**config.mk**
```make
export PLATFORM = sky130hd
export DESIGN_NAME = calendar_date_engine_unit
export DESIGN_NICKNAME = d
export VERILOG_FILES = /design/src/sv/cde_pkg.sv /design/src/sv/cde_alu.sv /design/src/sv/cde_core.sv /design/src/sv/calendar_date_engine_unit.sv
export VERILOG_INCLUDE_DIRS = /design/src /design/src/sv
export SDC_FILE = /design/constraint.sdc
export NUM_CORES = 1
export LEC_CHECK = 0
export BUFFER_PORTS_ARGS = -buffer_cell sky130_fd_sc_hd__buf_4
export CAP_MARGIN = 15
export CORE_MARGIN = 2
export CORE_UTILIZATION = 50
export DETAILED_ROUTE_END_ITERATION = 7
export MAX_ROUTING_LAYER = met4
export PLACE_DENSITY = 0.77
export RECOVER_POWER = 50
export SETUP_SLACK_MARGIN = 0.05
export SKIP_CTS_REPAIR_TIMING = 1
export SLEW_MARGIN = 25
export SYNTH_ARGS = -nofsm -noshare
export SYNTH_HDL_FRONTEND = slang
export SYNTH_HIERARCHICAL = 1
export SYNTH_SLANG_ARGS = --single-unit
```
**constraint.sdc**
```tcl
create_clock -name clk_i -period 23.3 [get_ports clk_i]
set_input_delay 4.66 -clock clk_i [delete_from_list [all_inputs] [get_ports clk_i]]
set_output_delay 4.66 -clock clk_i [all_outputs]
set_load 0.02 [all_outputs]
```
**src/sv/calendar_date_engine_unit_macros.svh**
```systemverilog
// Assertion helpers for the RTL file that checks its own logic.
`ifndef CALENDAR_DATE_ENGINE_UNIT_MACROS_SVH
`define CALENDAR_DATE_ENGINE_UNIT_MACROS_SVH

// The consequent must hold in the same cycle as the antecedent.
`define CDE_ASSERT_HOLDS(label, ante, cons, msg) \
  label: assert property (@(posedge clk_i) disable iff (!rst_ni) (ante) |-> (cons)) \
    else $error(msg);

// The consequent must hold in the cycle after the antecedent.
`define CDE_ASSERT_NEXT(label, ante, cons, msg) \
  label: assert property (@(posedge clk_i) disable iff (!rst_ni) (ante) |=> (cons)) \
    else $error(msg);

`endif

```
**src/sv/cde_pkg.sv**
```systemverilog
`default_nettype none
package cde_pkg;

  localparam int BASE_YEAR_INT = 1970;
  localparam logic [11:0] BASE_YEAR = 12'd1970;
  localparam int YEAR_SPAN_DEF = 256;

  localparam int YOFF_W = 8;
  localparam int CNT_W = 17;
  localparam int AMT_W = 18;
  localparam int ACC_W = 20;

  localparam logic [2:0] ACT_SET = 3'd0;
  localparam logic [2:0] ACT_ADD_DAYS = 3'd1;
  localparam logic [2:0] ACT_ADD_MONTHS = 3'd2;
  localparam logic [2:0] ACT_ADD_YEARS = 3'd3;
  localparam logic [2:0] ACT_QUERY = 3'd4;

  localparam logic [1:0] ST_OK = 2'd0;
  localparam logic [1:0] ST_YEAR_LOW = 2'd1;
  localparam logic [1:0] ST_BAD_DATE = 2'd2;
  localparam logic [1:0] ST_SPAN = 2'd3;

  localparam logic CFG_DEFAULT_MONTH = 1'b0;
  localparam logic CFG_DEFAULT_DAY = 1'b1;

  localparam logic [3:0] MONTH_JAN = 4'd1;
  localparam logic [3:0] MONTH_FEB = 4'd2;
  localparam logic [3:0] MONTH_DEC = 4'd12;
  localparam logic [4:0] FEB_SHORT = 5'd28;

  // Year offsets from 1970 of the century years 2100 and 2200, which are not leap years.
  localparam logic [7:0] SKIP_2100 = 8'd130;
  localparam logic [7:0] SKIP_2200 = 8'd230;

  // 1970-01-01 was a Thursday.
  localparam logic [2:0] EPOCH_WEEKDAY = 3'd4;

  typedef struct packed {
    logic [3:0] month;
    logic [4:0] day;
  } cde_cfg_t;

  typedef struct packed {
    logic signed [AMT_W-1:0] amount;
    logic [4:0]              day;
    logic [3:0]              month;
    logic [11:0]             year;
    logic [2:0]              action;
  } cde_item_t;

  typedef struct packed {
    logic [1:0]       status;
    logic [CNT_W-1:0] day_count;
    logic [2:0]       weekday;
    logic [4:0]       day;
    logic [3:0]       month;
    logic [11:0]      year;
  } cde_result_t;

  function automatic logic is_leap_off(logic [YOFF_W-1:0] k);
    return (k[1:0] == 2'b10) && (k != SKIP_2100) && (k != SKIP_2200);
  endfunction

  function automatic logic [8:0] year_len(logic [YOFF_W-1:0] k);
    return is_leap_off(k) ? 9'd366 : 9'd365;
  endfunction

  function automatic logic [4:0] month_len(logic [YOFF_W-1:0] k, logic [3:0] m);
    logic [4:0] len;
    if (m == MONTH_FEB) begin
      len = is_leap_off(k) ? 5'd29 : 5'd28;
    end else if (m inside {4'd4, 4'd6, 4'd9, 4'd11}) begin
      len = 5'd30;
    end else if (m inside {4'd1, 4'd3, 4'd5, 4'd7, 4'd8, 4'd10, 4'd12}) begin
      len = 5'd31;
    end else begin
      len = 5'd0;
    end
    return len;
  endfunction

  function automatic int span_last(int span);
    int total;
    total = 0;
    for (int k = 0; k < span; k++) begin
      total += int'(year_len(YOFF_W'(k)));
    end
    return total - 1;
  endfunction

endpackage
`default_nettype wire

```
**src/sv/cde_alu.sv**
```systemverilog
`default_nettype none
module cde_alu
  import cde_pkg::*;
(
  input  wire logic [ACC_W-1:0] a_i,
  input  wire logic [ACC_W-1:0] b_i,
  input  wire logic             sub_i,
  output logic      [ACC_W-1:0] y_o,
  output logic                  ge_o
);

  assign y_o = sub_i ? (a_i - b_i) : (a_i + b_i);
  assign ge_o = !y_o[ACC_W-1];

endmodule
`default_nettype wire

```
**src/sv/cde_core.sv**
```systemverilog
`default_nettype none
module cde_core
  import cde_pkg::*;
#(
  parameter int YEAR_SPAN = YEAR_SPAN_DEF
) (
  input  wire logic        clk_i,
  input  wire logic        rst_ni,
  input  wire cde_cfg_t    cfg_i,
  input  wire logic        in_valid_i,
  output logic             in_ready_o,
  input  wire cde_item_t   in_item_i,
  output logic             res_valid_o,
  input  wire logic        res_ready_i,
  output cde_result_t      res_o
);

  localparam int LAST = span_last(YEAR_SPAN);
  localparam logic [12:0] YEAR_END = 13'(BASE_YEAR_INT + YEAR_SPAN);
  localparam logic [ACC_W-1:0] MIDX_END = ACC_W'(YEAR_SPAN * 12);
  localparam logic [YOFF_W-1:0] YOFF_LAST = YOFF_W'(YEAR_SPAN - 1);
  // The month index stays below 3072, where this reciprocal gives the exact quotient by 12.
  localparam logic [11:0] DIV12_RECIP = 12'd2731;
  localparam int DIV12_SHIFT = 15;
  // Seven folds of the low three bits onto the rest bring an 18-bit count below eight.
  localparam logic [3:0] MOD7_TOP = 4'd6;

  typedef enum logic [15:0] {
    S_IDLE      = 16'b0000000000000001,
    S_LOAD      = 16'b0000000000000010,
    S_MI_A      = 16'b0000000000000100,
    S_MI_B      = 16'b0000000000001000,
    S_MI_C      = 16'b0000000000010000,
    S_DIV12     = 16'b0000000000100000,
    S_MREM_A    = 16'b0000000001000000,
    S_MREM_B    = 16'b0000000010000000,
    S_MCLAMP    = 16'b0000000100000000,
    S_TC_YEAR   = 16'b0000001000000000,
    S_TC_MON    = 16'b0000010000000000,
    S_TC_DAY    = 16'b0000100000000000,
    S_FC_YEAR   = 16'b0001000000000000,
    S_FC_MON    = 16'b0010000000000000,
    S_MOD7      = 16'b0100000000000000,
    S_DONE      = 16'b1000000000000000
  } cde_state_e;

  cde_state_e state_q, state_d;
  logic             weekday_init_q, weekday_init_d;
  logic [CNT_W-1:0] cnt_q, cnt_d;
  logic [YOFF_W-1:0] yoff_q, yoff_d;
  logic [3:0]       mon_q, mon_d;
  logic [4:0]       day_q, day_d;
  logic [2:0]       wd_q, wd_d;

  cde_item_t         item_q, item_d;
  logic [1:0]        status_q, status_d;
  logic [ACC_W-1:0]  acc_q, acc_d;
  logic [YOFF_W-1:0] it_q, it_d;
  logic [3:0]        mi_q, mi_d;
  logic [3:0]        step_q, step_d;
  logic [YOFF_W-1:0] quo_q, quo_d;
  logic [YOFF_W-1:0] tgt_y_q, tgt_y_d;
  logic [3:0]        tgt_m_q, tgt_m_d;
  logic [4:0]        tgt_d_q, tgt_d_d;

  logic [ACC_W-1:0] alu_a, alu_b, alu_y;
  logic             alu_sub, alu_ge;
  logic [ACC_W-1:0] amt_ext;
  logic [3:0]       set_m;
  logic [4:0]       set_d;
  logic [11:0]      set_ydiff;
  logic [YOFF_W-1:0] set_yoff;
  logic [3:0]       clamp_m;
  logic [4:0]       clamp_lim;
  logic [23:0]      div12_prod;

  cde_alu u_alu (
    .a_i  (alu_a),
    .b_i  (alu_b),
    .sub_i(alu_sub),
    .y_o  (alu_y),
    .ge_o (alu_ge)
  );

  assign amt_ext = {{(ACC_W-AMT_W){item_q.amount[AMT_W-1]}}, item_q.amount};
  assign set_m = (item_q.month == 4'd0) ? cfg_i.month : item_q.month;
  assign set_d = (item_q.day == 5'd0) ? cfg_i.day : item_q.day;
  assign set_ydiff = item_q.year - BASE_YEAR;
  assign set_yoff = set_ydiff[YOFF_W-1:0];
  assign clamp_m = acc_q[3:0] + 4'd1;
  assign clamp_lim = month_len(quo_q, clamp_m);
  assign div12_prod = {12'b0, acc_q[11:0]} * {12'b0, DIV12_RECIP};

  always_comb begin
    alu_a = acc_q;
    alu_b = '0;
    alu_sub = 1'b0;
    case (state_q)
      S_LOAD: begin
        if (item_q.action == ACT_ADD_DAYS) begin
          alu_a = {{(ACC_W-CNT_W){1'b0}}, cnt_q};
        end else begin
          alu_a = {{(ACC_W-YOFF_W){1'b0}}, yoff_q};
        end
        alu_b = amt_ext;
      end
      S_MI_A: begin
        alu_a = {{(ACC_W-YOFF_W-3){1'b0}}, yoff_q, 3'b000};
        alu_b = {{(ACC_W-YOFF_W-2){1'b0}}, yoff_q, 2'b00};
      end
      S_MI_B: alu_b = {{(ACC_W-4){1'b0}}, mon_q - 4'd1};
      S_MI_C: alu_b = amt_ext;
      S_MREM_A: begin
        alu_b = {{(ACC_W-YOFF_W-3){1'b0}}, quo_q, 3'b000};
        alu_sub = 1'b1;
      end
      S_MREM_B: begin
        alu_b = {{(ACC_W-YOFF_W-2){1'b0}}, quo_q, 2'b00};
        alu_sub = 1'b1;
      end
      S_TC_YEAR: alu_b = {{(ACC_W-9){1'b0}}, year_len(it_q)};
      S_TC_MON: alu_b = {{(ACC_W-5){1'b0}}, month_len(tgt_y_q, mi_q)};
      S_TC_DAY: alu_b = {{(ACC_W-5){1'b0}}, tgt_d_q - 5'd1};
      S_FC_YEAR: begin
        alu_b = {{(ACC_W-9){1'b0}}, year_len(it_q)};
        alu_sub = 1'b1;
      end
      S_FC_MON: begin
        alu_b = {{(ACC_W-5){1'b0}}, month_len(it_q, mi_q)};
        alu_sub = 1'b1;
      end
      S_MOD7: begin
        if (weekday_init_q) begin
          alu_a = {{(ACC_W-CNT_W){1'b0}}, cnt_q};
          alu_b = {{(ACC_W-3){1'b0}}, EPOCH_WEEKDAY};
        end else begin
          alu_a = {{(ACC_W-3){1'b0}}, acc_q[2:0]};
          alu_b = {3'b000, acc_q[ACC_W-1:3]};
        end
      end
      default: alu_b = '0;
    endcase
  end

  always_comb begin
    state_d = state_q;
    weekday_init_d = weekday_init_q;
    cnt_d = cnt_q;
    yoff_d = yoff_q;
    mon_d = mon_q;
    day_d = day_q;
    wd_d = wd_q;
    item_d = item_q;
    status_d = status_q;
    acc_d = acc_q;
    it_d = it_q;
    mi_d = mi_q;
    step_d = step_q;
    quo_d = quo_q;
    tgt_y_d = tgt_y_q;
    tgt_m_d = tgt_m_q;
    tgt_d_d = tgt_d_q;
    in_ready_o = 1'b0;
    res_valid_o = 1'b0;

    case (state_q)
      S_IDLE: begin
        in_ready_o = 1'b1;
        if (in_valid_i) begin
          item_d = in_item_i;
          status_d = ST_OK;
          state_d = S_LOAD;
        end
      end
      S_LOAD: begin
        acc_d = '0;
        it_d = '0;
        case (item_q.action)
          ACT_SET: begin
            if (item_q.year < BASE_YEAR) begin
              status_d = ST_YEAR_LOW;
            end else if ({1'b0, item_q.year} >= YEAR_END) begin
              status_d = ST_SPAN;
            end else if (set_m == 4'd0 || set_m > MONTH_DEC || set_d == 5'd0 ||
                         set_d > month_len(set_yoff, set_m)) begin
              status_d = ST_BAD_DATE;
            end
            if (item_q.year < BASE_YEAR || {1'b0, item_q.year} >= YEAR_END ||
                set_m == 4'd0 || set_m > MONTH_DEC || set_d == 5'd0 ||
                set_d > month_len(set_yoff, set_m)) begin
              state_d = S_DONE;
            end else begin
              tgt_y_d = set_yoff;
              tgt_m_d = set_m;
              tgt_d_d = set_d;
              state_d = S_TC_YEAR;
            end
          end
          ACT_ADD_DAYS: begin
            if (alu_y[ACC_W-1] || alu_y > ACC_W'(LAST)) begin
              status_d = ST_SPAN;
              state_d = S_DONE;
            end else begin
              cnt_d = alu_y[CNT_W-1:0];
              acc_d = alu_y;
              state_d = S_FC_YEAR;
            end
          end
          ACT_ADD_MONTHS: state_d = S_MI_A;
          ACT_ADD_YEARS: begin
            if (alu_y[ACC_W-1] || alu_y >= ACC_W'(YEAR_SPAN)) begin
              status_d = ST_SPAN;
              state_d = S_DONE;
            end else begin
              tgt_y_d = alu_y[YOFF_W-1:0];
              tgt_m_d = mon_q;
              if (mon_q == MONTH_FEB && day_q > FEB_SHORT &&
                  !is_leap_off(alu_y[YOFF_W-1:0])) begin
                tgt_d_d = FEB_SHORT;
              end else begin
                tgt_d_d = day_q;
              end
              state_d = S_TC_YEAR;
            end
          end
          default: state_d = S_DONE;
        endcase
      end
      S_MI_A: begin
        acc_d = alu_y;
        state_d = S_MI_B;
      end
      S_MI_B: begin
        acc_d = alu_y;
        state_d = S_MI_C;
      end
      S_MI_C: begin
        if (alu_y[ACC_W-1] || alu_y >= MIDX_END) begin
          status_d = ST_SPAN;
          state_d = S_DONE;
        end else begin
          acc_d = alu_y;
          state_d = S_DIV12;
        end
      end
      S_DIV12: begin
        quo_d = div12_prod[DIV12_SHIFT +: YOFF_W];
        state_d = S_MREM_A;
      end
      S_MREM_A: begin
        acc_d = alu_y;
        state_d = S_MREM_B;
      end
      S_MREM_B: begin
        acc_d = alu_y;
        state_d = S_MCLAMP;
      end
      S_MCLAMP: begin
        tgt_y_d = quo_q;
        tgt_m_d = clamp_m;
        tgt_d_d = (day_q > clamp_lim) ? clamp_lim : day_q;
        acc_d = '0;
        it_d = '0;
        state_d = S_TC_YEAR;
      end
      S_TC_YEAR: begin
        if (it_q == tgt_y_q) begin
          mi_d = MONTH_JAN;
          state_d = S_TC_MON;
        end else begin
          acc_d = alu_y;
          it_d = it_q + YOFF_W'(1);
        end
      end
      S_TC_MON: begin
        if (mi_q == tgt_m_q) begin
          state_d = S_TC_DAY;
        end else begin
          acc_d = alu_y;
          mi_d = mi_q + 4'd1;
        end
      end
      S_TC_DAY: begin
        cnt_d = alu_y[CNT_W-1:0];
        yoff_d = tgt_y_q;
        mon_d = tgt_m_q;
        day_d = tgt_d_q;
        weekday_init_d = 1'b1;
        state_d = S_MOD7;
      end
      S_FC_YEAR: begin
        if (it_q != YOFF_LAST && alu_ge) begin
          acc_d = alu_y;
          it_d = it_q + YOFF_W'(1);
        end else begin
          mi_d = MONTH_JAN;
          state_d = S_FC_MON;
        end
      end
      S_FC_MON: begin
        if (mi_q != MONTH_DEC && alu_ge) begin
          acc_d = alu_y;
          mi_d = mi_q + 4'd1;
        end else begin
          yoff_d = it_q;
          mon_d = mi_q;
          day_d = acc_q[4:0] + 5'd1;
          weekday_init_d = 1'b1;
          state_d = S_MOD7;
        end
      end
      S_MOD7: begin
        acc_d = alu_y;
        if (weekday_init_q) begin
          step_d = MOD7_TOP;
          weekday_init_d = 1'b0;
        end else if (step_q == 4'd0) begin
          wd_d = (alu_y[2:0] == 3'd7) ? 3'd0 : alu_y[2:0];
          state_d = S_DONE;
        end else begin
          step_d = step_q - 4'd1;
        end
      end
      S_DONE: begin
        res_valid_o = 1'b1;
        if (res_ready_i) begin
          state_d = S_IDLE;
        end
      end
      default: state_d = S_IDLE;
    endcase
  end

  assign res_o.status = status_q;
  assign res_o.day_count = cnt_q;
  assign res_o.weekday = wd_q;
  assign res_o.day = day_q;
  assign res_o.month = mon_q;
  assign res_o.year = BASE_YEAR + {{(12-YOFF_W){1'b0}}, yoff_q};

  always_ff @(posedge clk_i or negedge rst_ni) begin
    if (!rst_ni) begin
      state_q <= S_IDLE;
      weekday_init_q <= 1'b0;
      cnt_q <= '0;
      yoff_q <= '0;
      mon_q <= MONTH_JAN;
      day_q <= 5'd1;
      wd_q <= EPOCH_WEEKDAY;
    end else begin
      state_q <= state_d;
      weekday_init_q <= weekday_init_d;
      cnt_q <= cnt_d;
      yoff_q <= yoff_d;
      mon_q <= mon_d;
      day_q <= day_d;
      wd_q <= wd_d;
    end
  end

  always_ff @(posedge clk_i) begin
    item_q <= item_d;
    status_q <= status_d;
    acc_q <= acc_d;
    it_q <= it_d;
    mi_q <= mi_d;
    step_q <= step_d;
    quo_q <= quo_d;
    tgt_y_q <= tgt_y_d;
    tgt_m_q <= tgt_m_d;
    tgt_d_q <= tgt_d_d;
  end

endmodule
`default_nettype wire

```
**src/sv/calendar_date_engine_unit.sv**
```systemverilog
// Calendar date engine: holds one Gregorian date as a day count since 1970-01-01.
// Input beats on s_axis carry an action (set, add days, add months, add years,
// query) with its operands; every input beat yields exactly one result beat on
// m_axis with the stored date as year, month, day, weekday and day count plus a
// status code. Errors leave the stored date untouched and are reported in status.
// The cfg port writes the default month and day used by a set action.
// An item is taken only while the engine is idle; it then works alone on it.
// A query or a rejected set, add of days or add of years needs only its load step
// before the result is offered; a rejected add of months first forms its month index.
// A conversion walks one year per cycle through the shared adder, then one month per
// cycle, then folds the day count for the weekday; an add of months first splits its
// month index into year and month. The engine is ready again as soon as its result
// enters the output register. The result sits in an output register, so the next
// item may be accepted while the receiver stalls; a second result waits in the
// engine until that register drains. Reset restores 1970-01-01 and sets both
// defaults to one.
`default_nettype none
`include "calendar_date_engine_unit_macros.svh"
module calendar_date_engine_unit
  import cde_pkg::*;
#(
  parameter int YEAR_SPAN = YEAR_SPAN_DEF
) (
  input  wire logic        clk_i,
  input  wire logic        rst_ni,
  input  wire logic        cfg_we_i,
  input  wire logic        cfg_idx_i,
  input  wire logic [4:0]  cfg_data_i,
  input  wire logic        s_axis_tvalid,
  output logic             s_axis_tready,
  // action[2:0], year_in[14:3], month_in[18:15], day_in[23:19], amount[41:24], zeros
  input  wire logic [47:0] s_axis_tdata,
  output logic             m_axis_tvalid,
  input  wire logic        m_axis_tready,
  // year_out[11:0], month_out[15:12], day_out[20:16], weekday[23:21],
  // day_count[40:24], status[42:41], zeros
  output logic      [47:0] m_axis_tdata
);

  localparam int LAST = span_last(YEAR_SPAN);

  cde_cfg_t    cfg_q, cfg_d;
  cde_item_t   in_item;
  cde_result_t res, out_q;
  logic        out_valid_q, out_valid_d;
  logic        res_valid, res_ready;

  always_comb begin
    cfg_d = cfg_q;
    if (cfg_we_i) begin
      case (cfg_idx_i)
        CFG_DEFAULT_MONTH: cfg_d.month = cfg_data_i[3:0];
        CFG_DEFAULT_DAY: cfg_d.day = cfg_data_i;
        default: cfg_d = cfg_q;
      endcase
    end
  end

  assign in_item.action = s_axis_tdata[2:0];
  assign in_item.year = s_axis_tdata[14:3];
  assign in_item.month = s_axis_tdata[18:15];
  assign in_item.day = s_axis_tdata[23:19];
  assign in_item.amount = s_axis_tdata[41:24];

  cde_core #(
    .YEAR_SPAN(YEAR_SPAN)
  ) u_core (
    .clk_i      (clk_i),
    .rst_ni     (rst_ni),
    .cfg_i      (cfg_q),
    .in_valid_i (s_axis_tvalid),
    .in_ready_o (s_axis_tready),
    .in_item_i  (in_item),
    .res_valid_o(res_valid),
    .res_ready_i(res_ready),
    .res_o      (res)
  );

  assign res_ready = !out_valid_q || m_axis_tready;

  always_comb begin
    out_valid_d = out_valid_q;
    if (m_axis_tready) begin
      out_valid_d = 1'b0;
    end
    if (res_valid && res_ready) begin
      out_valid_d = 1'b1;
    end
  end

  always_ff @(posedge clk_i or negedge rst_ni) begin
    if (!rst_ni) begin
      cfg_q.month <= MONTH_JAN;
      cfg_q.day <= 5'd1;
      out_valid_q <= 1'b0;
    end else begin
      cfg_q <= cfg_d;
      out_valid_q <= out_valid_d;
    end
  end

  always_ff @(posedge clk_i) begin
    if (res_valid && res_ready) begin
      out_q <= res;
    end
  end

  assign m_axis_tvalid = out_valid_q;
  assign m_axis_tdata = {5'b0, out_q.status, out_q.day_count, out_q.weekday,
                         out_q.day, out_q.month, out_q.year};

  `CDE_ASSERT_NEXT(a_busy, s_axis_tvalid && s_axis_tready, !s_axis_tready, "beat taken while busy")
  `CDE_ASSERT_HOLDS(a_count_span, m_axis_tvalid, out_q.day_count <= CNT_W'(LAST), "count past span")
  `CDE_ASSERT_HOLDS(a_month_ok, m_axis_tvalid, out_q.month >= MONTH_JAN && out_q.month <= MONTH_DEC, "bad month")
  `CDE_ASSERT_HOLDS(a_day_ok, m_axis_tvalid, out_q.day != 5'd0 && out_q.weekday != 3'd7, "bad day")

endmodule
`default_nettype wire

```
# [Yosys cells after proc, flatten, opt, wreduce, memory -nomap -nowiden]
# Index checks and enable logic that the tools add are counted.
[word_totals] ff_bits=212 output_inout_bits=50 word_cells=324 in_bits=59
[op_classes] n_mul=1 n_reduce_logical=70 n_bitwise=2 magnitude_cmp=10 muxes=100 eq_ne=100 add_sub_neg=11
[ops] op="$pmux W16 S16" n=1
[ops] op="$pmux W20 S10" n=1
[ops] op="$mux W16" n=12
[ops] op="$mux W20" n=8
[ops] op="$pmux W20 S8" n=1
[ops] op="$mux W5" n=22
[ops] op="$ne A8 B8 Y1 const B" n=11
[ops] op="$mux W17" n=5
[ops] op="$pmux W16 S4" n=1
[ops] op="$eq A4 B4 Y1 const B" n=15
[ops] op="$pmux W20 S3" n=1
[ops] op="$eq A4 B3 Y1 const B" n=12
[ops] op="$pmux W8 S2" n=3
[ops] op="$mux W8" n=5
[ops] op="$mux W4" n=9
[ops] op="$pmux W17 S2" n=1
[ops] op="$pmux W5 S2" n=3
[ops] op="$eq A4 B2 Y1 const B" n=7
[ops] op="$pmux W4 S2" n=3
[ops] op="$pmux W8 S3" n=1
[ops] op="$mul A12 B12 Y23 const B" n=1
[ops] op="$reduce_bool A7 Y1" n=3
[ops] op="$add A20 B20 Y20" n=1
[ops] op="$ge A20 B12 Y1 const B" n=1
[ops] op="other kinds (72)" n=166

# [Depth between registers and ports, before layout]
[depth] depth_word=18 depth_mapped=32 depth_no_buf=27

# [Modules after synthesis]
# Netlist, hierarchy kept.
[by_module_without_submodules] module="cde_core" area_per_inst_um2=11451.0 seq_area_each_um2=4509.3 n_inst=1 cells_per_inst=1144
[by_module_without_submodules] module="calendar_date_engine_unit" area_per_inst_um2=1749.2 seq_area_each_um2=1544.0 n_inst=1 cells_per_inst=73
[by_module_without_submodules] module="cde_alu" area_per_inst_um2=1438.9 seq_area_each_um2=0.0 n_inst=1 cells_per_inst=208

# [Worst setup path after synthesis]
# OpenSTA, ideal clock, no wires.
[synth_timing] path_kind="reg2reg" from="reg u_core.state_q[3]" to="reg u_core.acc_q[0] (enable)" setup_time_ns=0.409 setup_slack_ns=15.999 path_buffers=3 t_required_ns=22.891 path_stages_with_launch=23 period_less_slack_ns=7.301 arrival_time_ns=6.891 path_cell_list="dfrtp_1 -> or4_1 -> buf_2 -> nor3_4 -> nand2_1 -> nor3b_2 -> nor2_2 -> nand3_1 -> clkbuf_1 -> clkbuf_1 -> mux2i_1 -> fa_1 -> a21oi_1 -> o21ai_0 -> a2111oi_0 -> nor4_1 -> mux2_2 -> o211ai_1 -> or4_1 -> nor3_1 -> nand2_1 -> a211o_1 -> a31oi_1"
[synth_between] elab_cells_between_ends=35 classes_between="2 x add/sub; 1 x order compare; 18 x eq/ne; 4 x mux; 10 x reduce/logical"
[synth_lines] element="from (decl)" line_no="cde_core.sv:47" text="cde_state_e state_q, state_d;"
[synth_lines] element="from (signal assigned)" line_no="cde_core.sv:351" text="state_q <= state_d;"
[synth_lines] element="$eq A16 B7 Y1 (tied with other cells)" line_no="cde_core.sv:98" text="case (state_q)"
[synth_lines] element="$reduce_or A4 Y1 (no source line) (*)"
[synth_lines] element="$mux W1 (*)" line_no="cde_core.sv:98"
[synth_lines] element="named net u_core.alu_sub" line_no="cde_core.sv:67" text="logic alu_sub, alu_ge;"
[synth_lines] element="$mux W20 (*)" line_no="cde_alu.sv:12" text="assign y_o = sub_i ? (a_i - b_i) : (a_i + b_i);"
[synth_lines] element="named net u_core.alu_y[14]" line_no="cde_core.sv:66" text="logic [ACC_W-1:0] alu_a, alu_b, alu_y;"
[synth_lines] element="$ge A20 B12 Y1 (*)" line_no="cde_core.sv:238" text="if (alu_y[ACC_W-1] || alu_y >= MIDX_END) begin"
[synth_lines] element="$logic_or A1 B1 Y1 (*)" line_no="cde_core.sv:238"
[synth_lines] element="$ne A2 B2 Y1 (no source line) (*)"
[synth_lines] element="$reduce_and A6 Y1 (no source line) (*)"
[synth_lines] element="to (signal assigned)" line_no="cde_core.sv:364" text="acc_q <= acc_d;"
[synth_lines] element="to (decl)" line_no="cde_core.sv:57" text="logic [ACC_W-1:0] acc_q, acc_d;"
# The timed path passes the listed nets; every way through them passes the cells marked *.
# A chain may end at the register's enable or synchronous reset.

# [Worst setup path after layout]
[layout_timing] from="reg u_core.state_q[3]" to="reg u_core.tgt_d_q[3] (enable)"
[layout_between] elab_cells_between_ends=29 classes_between="2 x add/sub; 1 x order compare; 16 x eq/ne; 4 x mux; 6 x reduce/logical"
[layout_lines] element="$eq A16 B15 Y1 (tied with other cells)" line_no="cde_core.sv:98"
[layout_lines] element="$pmux W20 S3 (*)" line_no="cde_core.sv:98"
[layout_lines] element="named net u_core.alu_a[0]" line_no="cde_core.sv:66"
[layout_lines] element="$add A20 B20 Y20 or $sub A20 B20 Y20 (tied branches)" line_no="cde_alu.sv:12"
[layout_lines] element="$mux W20 (*)" line_no="cde_alu.sv:12"
[layout_lines] element="named net u_core.alu_y[14]" line_no="cde_core.sv:66"
[layout_lines] element="$ge A20 B9 Y1 (*)" line_no="cde_core.sv:211" text="if (alu_y[ACC_W-1] || alu_y >= ACC_W'(YEAR_SPAN)) begin"
[layout_lines] element="$logic_or A1 B1 Y1 (*)" line_no="cde_core.sv:211"
[layout_lines] element="$ne A3 B3 Y1 (no source line) (*)"
[layout_lines] element="$reduce_and A4 Y1 (no source line) (*)"
[layout_lines] element="to (signal assigned)" line_no="cde_core.sv:371" text="tgt_d_q <= tgt_d_d;"
[layout_lines] element="to (decl)" line_no="cde_core.sv:64" text="logic [4:0] tgt_d_q, tgt_d_d;"
# Marks and branches as above.

==> impl_metrics.toml <==
[status]
status = "complete, but fails checks"
violations = "capacitance limit, slew limit"

[sta]
layout_setup_ws_ns = 14.21
post-route-period-util = 0.390
finalSetupTns_ns = 0
max_freq_ghz = 0.110
post-route-min-period_ns = 9.09
rsz0062_at_grt = "false"
worst_pin_slew_ns = 3.84
maxSlewViolCount = 147
setup_violations = 0
hold_violations = 0
max_slew_margin = -1.56
final.setup_skew_ns = 0.0139

[die]
die_h_um = 175
std_cell_rows = 62
dieArea_um2 = 30700
dieWidth_um = 175
core_region_area_um2 = 28800
start_util = 0.509
io_pins = 109

[place]
dp_worst_setup_slack_ns = 15.03
port_buffers = 97
place_inst = 1870
dpl.hpwl_mm = 28.3
gp_congestion = 0.966
dpl_cell_area_um2 = 15700

[global_route]
grt_pass1_vias = 10700
grt_max_degree = 65
grt_overflow = 0
grt_pass1_wl_mm = 58.7
grt_util_all_layers = 0.249
grt_antenna_before_repair = 0

[setup_path]
max_stage_delay_ns = 1.56
reg2reg_slack_ns = 14.21
critPathMaxFanout = 16
setup.worst_path.start_class = "register"
endpoint_kind = "register"
crit_buf_inv = 5
cp_data_arrival_time_ns = 9.31
worstPathRequired_ns = 23.52
cpMostUsedCell = "nor3_1"
crit_path_top_delay_cell = "nor3b_1"
worstSetupPathType = "register to register"
critical_path.top_delay_family = "simple AND/OR/NAND/NOR gates"

[logic_synthesis]
synth_seq_cells = 212
synth_flop_cell = "edfxtp_1"
synthTopCellsByArea = "edfxtp_1 (30%), ha_1 (11%), dfrtp_1 (9.9%)"
synth_top_area_frac = 0.304
synth_warnings = 6
syn_avg_cell_area_um2 = 10.3
synth_edf_count = 148
async_reset_ff_frac = 0.302
ys_types = 89
syn_area_um2 = 14600
syn_inst = 1425
synth_top_area_cell = "edfxtp_1"
seq_area_frac_synth = 0.414

[detailed_routing]
ant_nets = 0
via_per_inst = 5.86
num_vias = 11200
drc_errors = 0
drtPass1Iterations = 8
wl_per_cell_um = 19.5
drt-total-wl_mm = 37.2
dr.first_iter.drc_count = 1342

[finish]
fillers = 2469
nets = 1736
seq_area_um2 = 6050
multiInputGateArea_um2 = 7730
antenna_cells = 0
area_growth_pct = 11.4
fin_area_um2 = 16300
stdcell_count = 1912
drive_above_1_share = 0.130

[hold_path]
hold_class = "register to register"

[clock_network]
path_clk_slew_ns = 0.07
clk_latency_ns = 0.53
clkSinkCount = 212
tritoncts = "done"
cts_made_buffers = 23
cts.htree.levels = 1
cts-root-buf = "clkbuf_16"
clk_path_buf_depth = 3

[job]
drv_cap = 5
cells in the final DEF, fill, tap and decap left out, types with 47 or more instances in the layout:
cell type  Yosys  layout
nand2_1      122     123
xnor2_1       47      47
dfrtp_1       58      58
edfxtp_1     148     148
buf_4          6      57
a21oi_1       61      61
ha_1         126     126
nor2_1       136     136
o21ai_0       50      50
inv_1        143     143
area by class of cell:
| cell class | count | area share |
|---|---|---|
| inverters | 143 | 0.0329 |
| flip-flops and latches | 212 | 0.371 |
| clock buffers | 27 | 0.0374 |
| repair buffers | 106 | 0.0469 |
| clock inverters | 15 | 0.00844 |
| multi-input cells | 1025 | 0.474 |
| well taps | 384 | 0.0295 |
layer usage:
metal  up-vias  global-route usage  wire, um
met5         -                   -         0
met4         0              0.0757      1230
met3        74              0.0398      3310
met2       517               0.363     16000
met1      5353               0.359     16600
li1       5255                   -         -
through the flow:
stage,util,hold WS (ns)
after global placement,0.545,0.429
after CTS,0.571,0.438
after floorplan,-,0.400
after global routing,0.567,0.451
final,0.567,0.444
after detailed placement,0.545,0.414
Yosys cell counts (all sizes together), types with 7 or more instances:
cell type and instances:
xnor2 47, dfrtp 58, edfxtp 148, and3 12, or4 10, nand2 125, o211ai 15, nor2 137
nor2b 31, mux2 27, a21oi 61, nand3b 12, a22oi 9, xor2 34, fa 40, buf 20
o21ai 54, a221oi 13, a21o 9, nand4 10, nand3 20, a31oi 30, nand2b 16, ha 126
nand4b 7, nor3 36, a22o 12, clkbuf 29, and2 18, a222oi 12, nor4 15, nor3b 8
o21a 7, inv 143
cell families after synthesis:
family / after synthesis / share of synthesized area
xor gates and xnor gates: 81 / 0.0485
AOI/OAI and AO/OA: 266 / 0.122
DFF: 212 / 0.414
buffers and inverters: 192 / 0.0538
other: 1 / 0.000256
and+or+nand+nor: 475 / 0.172
muxes: 32 / 0.0280
adders and majority gates: 166 / 0.162
worst paths after layout:
kind                                     from                 to  depth (start not counted)
setup / recovery            u_core/state_q[3]  u_core/tgt_d_q[3]                         26
hold / removal             u_core/status_q[1]   m_axis_tdata[42]                          0
setup reg to reg            u_core/state_q[3]  u_core/tgt_d_q[3]                         26
hold reg to reg            u_core/status_q[1]   m_axis_tdata[42]                          0
max in group asynchronous              rst_ni    u_core/cnt_q[5]                          1
min in group asynchronous              rst_ni   u_core/cnt_q[15]                          1
flip-flops by register name, summed over array words and instances, names as in the netlist, 9 cells and up:
register and cells:
u_core/item_q 24, u_core/amt_ext 18, u_core/acc_q 20, m_axis_tdata 43
cfg_q 9, u_core/state_q 16, u_core/cnt_q 17
Power is not shown: default switching activity piles up to over one toggle a cycle in this logic, so the estimate is an artifact.
